[src/hw/rtl/pgs_pkg.sv]
// ----------------------------------------------------------------------------
// Palette gradient spread package
// Shared widths, register indexes, reset values and the divider control type.
// ----------------------------------------------------------------------------
package pgs_pkg;

    // Color channel width and channel count (red, green, blue, alpha)
    localparam int CH_W   = 8;
    localparam int NUM_CH = 4;

    // Bit counter width for one serial division pass of CH_W steps
    localparam int BIT_W = $clog2(CH_W);

    // Default saturation of the spread count
    localparam int MAX_SPREAD_DEF = 64;

    // Configuration port
    localparam int              CFG_IDX_W    = 2;
    localparam logic [CFG_IDX_W-1:0] REG_IN_SIZE  = 2'd0;
    localparam logic [CFG_IDX_W-1:0] REG_OUT_SIZE = 2'd1;

    // Register reset values
    localparam logic [CH_W-1:0] IN_SIZE_RST  = 8'd16;
    localparam logic [CH_W-1:0] OUT_SIZE_RST = 8'd0;

    // Ceiling of the implied target size
    localparam logic [CH_W-1:0] TARGET_CAP = 8'd255;

    // Serial divider control
    typedef struct packed {
        logic load;   // capture dividend and divisor, clear remainder
        logic shift;  // one restoring step (one quotient bit)
    } div_ctl_t;

endpackage

[src/hw/rtl/pgs_serial_div.sv]
// ----------------------------------------------------------------------------
// Bit-serial restoring divider
// Unsigned CH_W by CH_W division, one quotient bit per shift step.
// ----------------------------------------------------------------------------
module pgs_serial_div (
    input  logic                      clk,
    input  pgs_pkg::div_ctl_t         ctl,
    input  logic [pgs_pkg::CH_W-1:0]  dividend,
    input  logic [pgs_pkg::CH_W-1:0]  divisor,
    output logic [pgs_pkg::CH_W-1:0]  quotient,
    output logic [pgs_pkg::CH_W-1:0]  remainder
);
    import pgs_pkg::*;

    logic [CH_W-1:0] quo_reg;
    logic [CH_W-1:0] quo_next;
    logic [CH_W-1:0] rem_reg;
    logic [CH_W-1:0] rem_next;
    logic [CH_W-1:0] dsr_reg;
    logic [CH_W-1:0] dsr_next;
    logic [CH_W:0]   shifted;
    logic [CH_W:0]   trial;
    logic            fits;

    // One restoring step: bring down the next dividend bit, try the subtract
    always_comb
    begin
        shifted  = {rem_reg, quo_reg[CH_W-1]};
        trial    = shifted - {1'b0, dsr_reg};
        fits     = (shifted >= {1'b0, dsr_reg});
        quo_next = quo_reg;
        rem_next = rem_reg;
        dsr_next = dsr_reg;
        if (ctl.load)
        begin
            quo_next = dividend;
            rem_next = '0;
            dsr_next = divisor;
        end
        else if (ctl.shift)
        begin
            quo_next = {quo_reg[CH_W-2:0], fits};
            rem_next = fits ? trial[CH_W-1:0] : shifted[CH_W-1:0];
        end
    end

    always_ff @(posedge clk)
    begin
        quo_reg <= quo_next;
        rem_reg <= rem_next;
        dsr_reg <= dsr_next;
    end

    assign quotient  = quo_reg;
    assign remainder = rem_reg;

endmodule

[src/hw/rtl/palette_gradient_spread_unit.sv]
// ----------------------------------------------------------------------------
// Palette gradient spread unit
// Expands a source palette by linear gradients between neighboring colors.
// ----------------------------------------------------------------------------
//  channel  | signals                                   | flow
//  ---------+-------------------------------------------+---------------------
//  input    | in_valid, in_stall, first, red..alpha     | one source color
//  output   | out_valid, out_stall, red_out..alpha_out, | gradient colors
//           | last                                      |
//  config   | cfg_valid, cfg_ready, cfg_index, cfg_data | register writes
//
// A color that is only stored or dropped is handled in the idle state; a
// pass-through color also passes the S_PASS state. A spreading color passes
// the count division (S_CDIV), S_CNT, the channel divisions (S_DDIV) and then
// emits count colors in S_EMIT. Reset clears the stored color and color count
// and loads in_size = 16, out_size = 0. out_stall holds the output register
// and freezes the gradient sequence; in_stall is high while busy.
// ----------------------------------------------------------------------------
module palette_gradient_spread_unit #(
    parameter int MAX_SPREAD = pgs_pkg::MAX_SPREAD_DEF
) (
    input  logic                          clk,
    input  logic                          rst_n,
    // source colors
    input  logic                          in_valid,
    output logic                          in_stall,
    input  logic                          first,
    input  logic [pgs_pkg::CH_W-1:0]      red,
    input  logic [pgs_pkg::CH_W-1:0]      green,
    input  logic [pgs_pkg::CH_W-1:0]      blue,
    input  logic [pgs_pkg::CH_W-1:0]      alpha,
    // gradient colors
    output logic                          out_valid,
    input  logic                          out_stall,
    output logic [pgs_pkg::CH_W-1:0]      red_out,
    output logic [pgs_pkg::CH_W-1:0]      green_out,
    output logic [pgs_pkg::CH_W-1:0]      blue_out,
    output logic [pgs_pkg::CH_W-1:0]      alpha_out,
    output logic                          last,
    // configuration writes
    input  logic                          cfg_valid,
    output logic                          cfg_ready,
    input  logic [pgs_pkg::CFG_IDX_W-1:0] cfg_index,
    input  logic [pgs_pkg::CH_W-1:0]      cfg_data
);
    import pgs_pkg::*;

    localparam int CNT_W = $clog2(MAX_SPREAD + 1);

    // Sequencer states
    localparam logic [2:0] S_IDLE = 3'd0;
    localparam logic [2:0] S_PASS = 3'd1;
    localparam logic [2:0] S_CDIV = 3'd2;
    localparam logic [2:0] S_CNT  = 3'd3;
    localparam logic [2:0] S_DDIV = 3'd4;
    localparam logic [2:0] S_EMIT = 3'd5;

    logic [2:0]                       state_reg, state_next;
    logic [CH_W-1:0]                  in_size_reg, in_size_next;
    logic [CH_W-1:0]                  out_size_reg, out_size_next;
    logic [CH_W-1:0]                  seen_reg, seen_next;
    logic [NUM_CH-1:0][CH_W-1:0]      prev_reg, prev_next;
    logic [BIT_W-1:0]                 bit_cnt_reg, bit_cnt_next;
    logic [CNT_W-1:0]                 idx_reg, idx_next;
    logic                             out_valid_reg, out_valid_next;

    logic [NUM_CH-1:0][CH_W-1:0]      new_reg, new_next;
    logic [NUM_CH-1:0][CH_W-1:0]      mag_reg, mag_next;
    logic [NUM_CH-1:0]                neg_reg, neg_next;
    logic [NUM_CH-1:0][CH_W-1:0]      acc_q_reg, acc_q_next;
    logic [NUM_CH-1:0][CNT_W-1:0]     acc_r_reg, acc_r_next;
    logic [CNT_W-1:0]                 count_reg, count_next;
    logic [NUM_CH-1:0][CH_W-1:0]      out_color_reg, out_color_next;
    logic                             out_last_reg, out_last_next;

    logic [NUM_CH-1:0][CH_W-1:0]      in_color;
    logic [NUM_CH-1:0][CH_W-1:0]      div_dividend;
    logic [NUM_CH-1:0][CH_W-1:0]      div_divisor;
    logic [NUM_CH-1:0][CH_W-1:0]      div_quo;
    logic [NUM_CH-1:0][CH_W-1:0]      div_rem;
    div_ctl_t                         div_ctl;

    logic                             in_accept;
    logic                             slot_free;
    logic [CH_W+1:0]                  in_size_x4;
    logic [CH_W-1:0]                  target;
    logic                             pass_mode;
    logic [CNT_W-1:0]                 count_calc;
    logic [CNT_W-1:0]                 den;
    logic                             last_idx;
    logic [NUM_CH-1:0][CNT_W:0]       r_sum;
    logic [NUM_CH-1:0][CH_W-1:0]      emit_color;

    assign in_color  = {alpha, blue, green, red};
    assign in_accept = in_valid && !in_stall;
    assign slot_free = !out_valid_reg || !out_stall;
    assign in_stall  = (state_reg != S_IDLE);
    assign cfg_ready = 1'b1;

    // Effective target size and pass-through decision
    always_comb
    begin
        in_size_x4 = {in_size_reg, 2'b00};
        if (out_size_reg != '0)
            target = out_size_reg;
        else if (in_size_x4 > {2'b00, TARGET_CAP})
            target = TARGET_CAP;
        else
            target = in_size_x4[CH_W-1:0];
        pass_mode = (in_size_reg == '0) || (target <= in_size_reg);
    end

    // Spread count from the lane 0 quotient, saturated at MAX_SPREAD, at least 1
    always_comb
    begin
        if (div_quo[0] > CH_W'(MAX_SPREAD))
            count_calc = CNT_W'(MAX_SPREAD);
        else if (div_quo[0] == '0)
            count_calc = CNT_W'(1);
        else
            count_calc = div_quo[0][CNT_W-1:0];
        if (state_reg == S_CNT)
            den = count_calc - CNT_W'(1);
        else
            den = count_reg - CNT_W'(1);
        last_idx = (idx_reg == den);
    end

    // Divider operands: count division on accept, channel steps afterwards
    always_comb
    begin
        div_ctl.load  = (state_reg == S_CNT) ||
                        (in_accept && !pass_mode && !(first || seen_reg == '0) &&
                         (seen_reg < in_size_reg));
        div_ctl.shift = (state_reg == S_CDIV) || (state_reg == S_DDIV);
        for (int c = 0; c < NUM_CH; c++)
        begin
            if (state_reg == S_IDLE)
            begin
                div_dividend[c] = target;
                div_divisor[c]  = in_size_reg;
            end
            else
            begin
                div_dividend[c] = mag_reg[c];
                div_divisor[c]  = CH_W'(den);
            end
        end
    end

    genvar g;
    generate
        for (g = 0; g < NUM_CH; g++)
        begin : g_lane
            pgs_serial_div u_div (
                .clk       (clk),
                .ctl       (div_ctl),
                .dividend  (div_dividend[g]),
                .divisor   (div_divisor[g]),
                .quotient  (div_quo[g]),
                .remainder (div_rem[g])
            );
        end
    endgenerate

    // Current gradient color and next quotient/remainder step per channel
    always_comb
    begin
        for (int c = 0; c < NUM_CH; c++)
        begin
            emit_color[c] = neg_reg[c] ? (prev_reg[c] - acc_q_reg[c])
                                       : (prev_reg[c] + acc_q_reg[c]);
            r_sum[c]      = {1'b0, acc_r_reg[c]} + {1'b0, div_rem[c][CNT_W-1:0]};
        end
    end

    // Sequencer and datapath next state
    always_comb
    begin
        state_next     = state_reg;
        in_size_next   = in_size_reg;
        out_size_next  = out_size_reg;
        seen_next      = seen_reg;
        prev_next      = prev_reg;
        bit_cnt_next   = bit_cnt_reg;
        idx_next       = idx_reg;
        out_valid_next = out_valid_reg;
        new_next       = new_reg;
        mag_next       = mag_reg;
        neg_next       = neg_reg;
        acc_q_next     = acc_q_reg;
        acc_r_next     = acc_r_reg;
        count_next     = count_reg;
        out_color_next = out_color_reg;
        out_last_next  = out_last_reg;

        // configuration writes
        if (cfg_valid && cfg_ready)
        begin
            case (cfg_index)
                REG_IN_SIZE:  in_size_next  = cfg_data;
                REG_OUT_SIZE: out_size_next = cfg_data;
                default:      ;
            endcase
        end

        // output register drains on a taken transaction
        if (out_valid_reg && !out_stall)
            out_valid_next = 1'b0;

        case (state_reg)
            S_IDLE:
            begin
                if (in_accept)
                begin
                    new_next = in_color;
                    for (int c = 0; c < NUM_CH; c++)
                    begin
                        neg_next[c] = (in_color[c] < prev_reg[c]);
                        mag_next[c] = neg_next[c] ? (prev_reg[c] - in_color[c])
                                                  : (in_color[c] - prev_reg[c]);
                    end
                    if (pass_mode)
                        state_next = S_PASS;
                    else if (first || seen_reg == '0)
                    begin
                        prev_next = in_color;
                        seen_next = CH_W'(1);
                    end
                    else if (seen_reg < in_size_reg)
                    begin
                        bit_cnt_next = '0;
                        state_next   = S_CDIV;
                    end
                end
            end
            S_PASS:
            begin
                if (slot_free)
                begin
                    out_color_next = new_reg;
                    out_last_next  = 1'b1;
                    out_valid_next = 1'b1;
                    state_next     = S_IDLE;
                end
            end
            S_CDIV:
            begin
                bit_cnt_next = bit_cnt_reg + BIT_W'(1);
                if (bit_cnt_reg == BIT_W'(CH_W - 1))
                    state_next = S_CNT;
            end
            S_CNT:
            begin
                count_next   = count_calc;
                bit_cnt_next = '0;
                idx_next     = '0;
                acc_q_next   = '0;
                acc_r_next   = '0;
                state_next   = S_DDIV;
            end
            S_DDIV:
            begin
                bit_cnt_next = bit_cnt_reg + BIT_W'(1);
                if (bit_cnt_reg == BIT_W'(CH_W - 1))
                    state_next = S_EMIT;
            end
            S_EMIT:
            begin
                if (slot_free)
                begin
                    out_color_next = emit_color;
                    out_last_next  = last_idx;
                    out_valid_next = 1'b1;
                    if (last_idx)
                    begin
                        prev_next  = new_reg;
                        seen_next  = seen_reg + CH_W'(1);
                        state_next = S_IDLE;
                    end
                    else
                    begin
                        idx_next = idx_reg + CNT_W'(1);
                        // q += |d| / den, carry the remainder
                        for (int c = 0; c < NUM_CH; c++)
                        begin
                            if (r_sum[c] >= {1'b0, den})
                            begin
                                acc_r_next[c] = CNT_W'(r_sum[c] - {1'b0, den});
                                acc_q_next[c] = acc_q_reg[c] + div_quo[c] + CH_W'(1);
                            end
                            else
                            begin
                                acc_r_next[c] = r_sum[c][CNT_W-1:0];
                                acc_q_next[c] = acc_q_reg[c] + div_quo[c];
                            end
                        end
                    end
                end
            end
            default:
            begin
                state_next = S_IDLE;
            end
        endcase
    end

    // Control state
    always_ff @(posedge clk or negedge rst_n)
    begin
        if (!rst_n)
        begin
            state_reg     <= S_IDLE;
            in_size_reg   <= IN_SIZE_RST;
            out_size_reg  <= OUT_SIZE_RST;
            seen_reg      <= '0;
            prev_reg      <= '0;
            bit_cnt_reg   <= '0;
            idx_reg       <= '0;
            out_valid_reg <= 1'b0;
        end
        else
        begin
            state_reg     <= state_next;
            in_size_reg   <= in_size_next;
            out_size_reg  <= out_size_next;
            seen_reg      <= seen_next;
            prev_reg      <= prev_next;
            bit_cnt_reg   <= bit_cnt_next;
            idx_reg       <= idx_next;
            out_valid_reg <= out_valid_next;
        end
    end

    // Payload
    always_ff @(posedge clk)
    begin
        new_reg       <= new_next;
        mag_reg       <= mag_next;
        neg_reg       <= neg_next;
        acc_q_reg     <= acc_q_next;
        acc_r_reg     <= acc_r_next;
        count_reg     <= count_next;
        out_color_reg <= out_color_next;
        out_last_reg  <= out_last_next;
    end

    assign out_valid = out_valid_reg;
    assign red_out   = out_color_reg[0];
    assign green_out = out_color_reg[1];
    assign blue_out  = out_color_reg[2];
    assign alpha_out = out_color_reg[3];
    assign last      = out_last_reg;

    // Gradient index never runs past the spread count
    a_idx_in_range: assert property (@(posedge clk) disable iff (!rst_n)
        (state_reg == S_EMIT) |-> (idx_reg < count_reg))
        else $error("gradient index beyond spread count");

    // Spread count is saturated and nonzero once computed
    a_count_range: assert property (@(posedge clk) disable iff (!rst_n)
        (state_reg == S_DDIV) |->
        ((count_reg != '0) && (count_reg <= CNT_W'(MAX_SPREAD))))
        else $error("spread count out of range");

    // A run of two or more colors ends exactly on the new source color
    a_run_ends_on_new: assert property (@(posedge clk) disable iff (!rst_n)
        (state_reg == S_EMIT && slot_free && last_idx && count_reg != CNT_W'(1)) |=>
        (out_color_reg == $past(new_reg) && out_last_reg))
        else $error("gradient run does not end on the new color");

endmodule
[config.mk]
export PLATFORM = sky130hd
export DESIGN_NAME = palette_gradient_spread_unit
export DESIGN_NICKNAME = d
export VERILOG_FILES = /design/src/hw/rtl/pgs_pkg.sv /design/src/hw/rtl/pgs_serial_div.sv /design/src/hw/rtl/palette_gradient_spread_unit.sv
export SDC_FILE = /design/constraint.sdc
export NUM_CORES = 1
export LEC_CHECK = 0
export ABC_AREA = 1
export BUFFER_PORTS_ARGS = -buffer_cell sky130_fd_sc_hd__clkbuf_2
export CAP_MARGIN = 20
export CORE_MARGIN = 1.5
export CORE_UTILIZATION = 60
export CTS_CLUSTER_DIAMETER = 80
export DETAILED_ROUTE_END_ITERATION = 7
export PLACE_DENSITY = 0.76
export SLEW_MARGIN = 15
export SYNTH_ARGS = -nofsm -noshare
export SYNTH_HDL_FRONTEND = slang
export SYNTH_SLANG_ARGS = --single-unit
[constraint.sdc]
create_clock -name clk -period 17.8 [get_ports clk]
set_clock_uncertainty 0.1 [all_clocks]
set_input_delay 1.78 -clock clk [delete_from_list [all_inputs] [get_ports clk]]
set_output_delay 1.78 -clock clk [all_outputs]
set_load 0.02 [all_outputs]
# Yosys cells after proc, flatten, opt, wreduce, memory -nomap -nowiden
# Cells that the tools add are included.
# Widths: inputs -> output; s select.
# classes
addsub	41
order_cmp	16
n_eq_ne	21
n_mux	83
reduce_logical	37
# ops
operator	n
$mux 32	9
$mux 8	35
$pmux 32 s2	3
$sub 8x8->8	16
$mux 7	10
$add 8x8->8	8
$mux 28	2
$pmux 28 s2	1
$add 8x1->8 const B	5
$lt 8x8->1	5
$mux 3	13
$ge 9x8->1	4
$add 7x7->8	4
$ge 8x7->1	4
$sub 7x7->7	4
$logic_not 8->1	3
$ne 2x2->1 const B	9
$pmux 3 s6	1
$pmux 8 s2	1
$pmux 7 s2	1
$sub 7x1->7 const B	2
$gt 10x8->1 const B	1
$eq 3x3->1 const B	3
$pmux 3 s3	1
other kinds (26)	53
# totals
ff_bits	310
input_bits	48
out_inout_bits	36
wordCells	242

# Depth between registers and ports, before layout
# logic_depth
ltp_word	11
ltp_mapped	24
ltp_nobuf	23

# Modules after synthesis
# A second synthesis with hierarchy kept.
# hier_totals
hier_cells	3029
area_unflattened_um2	24717.5
# by_module_without_submodules
module	instances	cells_each	area_each_um2
palette_gradient_spread_unit	1	2341	18871.8
pgs_serial_div	4	172	1461.4

# Worst setup path before layout
# No wires, ideal clock.
# synth_timing
path_type	input-to-reg
startpoint	in in_valid
endpoint	reg g_lane[3].u_div.rem_reg[2]
t_arrival_ns	6.517
path_slack_ns	11.066
cell_stages	8
path_buffers	1
path_cell_list	inv_1 nor2_1 nand3_1 nand3_1 inv_1 clkbuf_1 a22oi_1 inv_1
# synth_via
elab_chain_len	5
# synth_lines
element	line	source
start, declared	palette_gradient_spread_unit.sv:25	input logic in_valid,
$logic_and 1x1->1	palette_gradient_spread_unit.sv:95	assign in_accept = in_valid && !in_stall;
$logic_and 1x1->1 (3 in series)	palette_gradient_spread_unit.sv:133	(in_accept && !pass_mode && !(first || seen_reg == '0) &&
$logic_or 1x1->1	palette_gradient_spread_unit.sv:132	div_ctl.load = (state_reg == S_CNT) ||
end signal, assigned	pgs_serial_div.sv:50	rem_reg <= rem_next;
end, declared	pgs_serial_div.sv:17	logic [CH_W-1:0] rem_reg;
# No other way between the ends.
# A chain may end at the register's enable or synchronous reset.

# Worst setup path after layout
# layout_timing
startpoint	reg state_reg[2]
endpoint	reg acc_q_reg[21] (netlist bit) (data pin)
# layout_via
elab_chain_len	7
# layout_lines
element	line	source
start, declared	palette_gradient_spread_unit.sv:58	logic [2:0] state_reg, state_next;
start signal, assigned	palette_gradient_spread_unit.sv:324	state_reg <= state_next;
$eq 3x2->1	palette_gradient_spread_unit.sv:122, palette_gradient_spread_unit.sv:211	
$mux 7	palette_gradient_spread_unit.sv:122	if (state_reg == S_CNT)
$ge 8x7->1	palette_gradient_spread_unit.sv:287	if (r_sum[c] >= {1'b0, den})
$mux 8	palette_gradient_spread_unit.sv:287	
$mux 32	palette_gradient_spread_unit.sv:275	if (last_idx)
$mux 32	palette_gradient_spread_unit.sv:270	if (slot_free)
$pmux 32 s2 *	palette_gradient_spread_unit.sv:211	case (state_reg)
end signal, assigned	palette_gradient_spread_unit.sv:341	acc_q_reg <= acc_q_next;
end, declared	palette_gradient_spread_unit.sv:70	logic [NUM_CH-1:0][CH_W-1:0] acc_q_reg, acc_q_next;
# Every way passes the cells marked *; elsewhere a longest branch is shown, timed or not. The select of a mux whose other input is x is not followed.

==> impl_results.md <==
- Status: completed
- Ys async rst share: 22.6%
- Number of synthesized flops with an enable pin: 208
- Buffer depth of the longest clock path: 3
- Worst R2R Setup Slack: 12.73 ns
- Yosys warnings: 0
- Slowest cell delay on critical path: 0.66 ns
- R2r startpoint: state_reg[2]
- Worst setup SP type: register
- Initial antenna violation count: 0
- Initial DRT Pass Iterations: 6
- Library cells used by synthesis: 56
- DR DRC count: 0
- GRT Total Usage: 30.9%
- Crit path cell chain: inv_2 > nand2_2 > nor2_4 > inv_2 > nand2_1 > nand2_1 > nor2_2 > nand2_1 > xor2_1 > ha_1 > nand2_1 > o21ai_0 > a41oi_1 > nor2_1 > o21bai_1 > nand2_1 > clkinv_1 > nand2_1 > a21oi_1
- Buffers & Inverters on Critical Path: 3
- DRT Wirelength: 59300 um
- Post-layout util: 66.7%
- Top post-synthesis cells by area: edfxtp_1, ha_1, nand2_1, dfrtp_1, inv_1
- Min Tclk post-route: 5.07 ns
- Type of the worst setup path: reg2reg
- Seq/Total Area, Yosys: 38.3%
- Routed Antenna Nets: 0
- Synth Flop Type: edfxtp_1
- Worst EP required: 17.97 ns
- Total grt overflow: 0
- First-pass GRT wire length: 94800 um
- Later-pin clock latency in the skew report: 0.55 ns
- CP max stage cell: xor2_1
- Vias in the first global route: 18700
- Crit path from: state_reg[2]
- Row cnt: 70
- CTS root buffer: clkbuf_16
- Post-DP HPWL: 42200 um
- Net Count, Synth: 3020
- Die Span Y: 197 um
- Vias per cell: 5.82
- Measured slew at the worst slew-check pin: 1.07 ns
- Hold Path Origin: g_lane[0].u_div.remainder[7]
- Die X: 197 um
- WHS: 0.364 ns
- TritonCTS clock tree: built
- Cts hold-fix bufs: 0
- Rel. slew slack: 28.3%
- Synth Instances: 2719
- Worst Path Max Fanout: 21
- Max cap viols: 0
- GP Congestion: 0.937
- Final Slew Violations: 0
- Post-CTS resize count: 0
- Hold Path Class: reg2reg
- #FFs+latches synth: 310
- Synth top area share: 27.7%
- Top cell family by delay on the critical path: simple AND/OR/NAND/NOR gates
- Synth Cell Area: 22600 um^2
- Post-synth top area cell: edfxtp_1
- Largest net degree at the start of global routing: 72
- Final setup viols: 0
- Share of cells above drive strength 1: 7.22%
- Most frequent CP cell: nand2_1
- Crit path depth: 19
- Final-report hold violation count: 0
- Post-CTS Setup Bufs: 0
- Unrepaired setup endpoints after global routing: no
- Highest clock rate: 197 MHz
- Worst Setup EP: acc_q_reg[21]
- Vias: 19200
- Worst setup margin: 12.73 ns
- Area Overhead vs Synth: 8.94%
- Reg clk slew, reported paths: 0.06 ns
- Num ports: 84
- R2R depth: 19
- DR WL/cell: 18.0 um
- Initial core utilization: 61.2%
- Setup TNS: 0 ns
- Layout Nets: 3072
- 1st-iter DRT viols: 1794
- Final Cycle Share: 28.5%
- Worst r2r dst: acc_q_reg[21]
- H-tree depth: 2
- I/O Buffers: 82
- Die area: 38800 um^2
- Fillers: 3010
- Data arrival, critical path: 5.24 ns
- Ant diodes: 0
- Crit. End Element: register
- Clk sink count: 310
- Count leader, synth: nand2_1
- Pre-CTS setup slack: 12.95 ns
- Synth Area per Inst: 8.31 um^2
- Core area: 36900 um^2
- Most frequent cells after synthesis: nand2_1, inv_1, ha_1, nor2_1, edfxtp_1
- TritonCTS Buffers: 36
==> layer usage <==
layer / up-vias / GRT usage, % / share of wire, %
li1: 9313 / - / -
met2: 745 / 51.3 / 47
met5: - / 0 / 0
met1: 9007 / 41.1 / 43
met3: 148 / 4.27 / 7.1
met4: 0 / 11.8 / 3.3
==> per-stage QoR <==
| stage | instances | instance area (um^2) |
|---|---|---|
| detailed placement | 3236 | 23400 |
| global placement | 3235 | 23400 |
| global route | 3303 | 24600 |
| finish | 3303 | 24600 |
| floorplan | 2719 | 22600 |
| CTS | 3302 | 24600 |
==> final cells by class <==
cell class	instances	area [um^2]	share of cell area (%)
tap	504	631	2.56
sequential	310	8640	35.1
clock inverter	18	194	0.788
timing repair buffer	95	520	2.12
inverter	315	1180	4.81
multi-input combinational	2013	12400	50.6
clock buffer	48	997	4.05
==> tightest hold or removal path, delay by kind of cell (launching register included) <==
family	cells	cell delay, ns
AO/OA/AOI/OAI	1	0.05
flip-flops	1	0.31
AND/OR/NAND/NOR	1	0.06
==> worst min-delay path by stage <==
| stage | to | slack [ns] | depth (start not counted) |
|---|---|---|---|
| 6_report | g_lane[0].u_div.remainder[7] | 0.36 | 2 |
| 5_1_grt | g_lane[0].u_div.remainder[7] | 0.39 | 2 |
| 4_1_cts | g_lane[0].u_div.remainder[7] | 0.36 | 2 |
| 3_5_place_dp | g_lane[0].u_div.remainder[7] | 0.36 | 2 |
| 3_3_place_gp | g_lane[0].u_div.remainder[7] | 0.36 | 2 |
| 2_1_floorplan | idx_reg[4] | 0.34 | 2 |
==> logic make-up after synthesis <==
group | after synthesis | synth area share [%]
compound gates | 522 | 13.2
other cells | 1 | 0.0166
simple gates | 1055 | 19.6
flops | 310 | 38.3
fa+ha+maj | 257 | 15.1
xor+xnor | 166 | 6.44
buf+inv | 396 | 6.81
mux | 12 | 0.532
==> placed cells by master (no fill, tap or decap), types with 12 or more instances in the layout <==
cell type,netlist,routed
a211oi_1,20,20
a21oi_1,185,185
a31oi_1,39,39
buf_4,1,12
clkbuf_16,0,37
clkbuf_2,0,81
dfrtp_1,69,69
dfxtp_1,32,32
edfxtp_1,208,208
fa_1,28,28
ha_1,225,225
inv_1,302,301
mux2i_1,12,12
nand2_1,606,605
nand3_1,87,87
nand4_1,68,68
nor2_1,222,219
nor3_1,19,19
o211ai_1,17,17
o21ai_0,186,186
o21bai_1,23,23
or2_2,18,18
xnor2_1,51,51
xor2_1,115,115
Power is left out: the tool's default activity adds up to more than one toggle a clock period on the data nets, which glitch-free logic cannot reach.
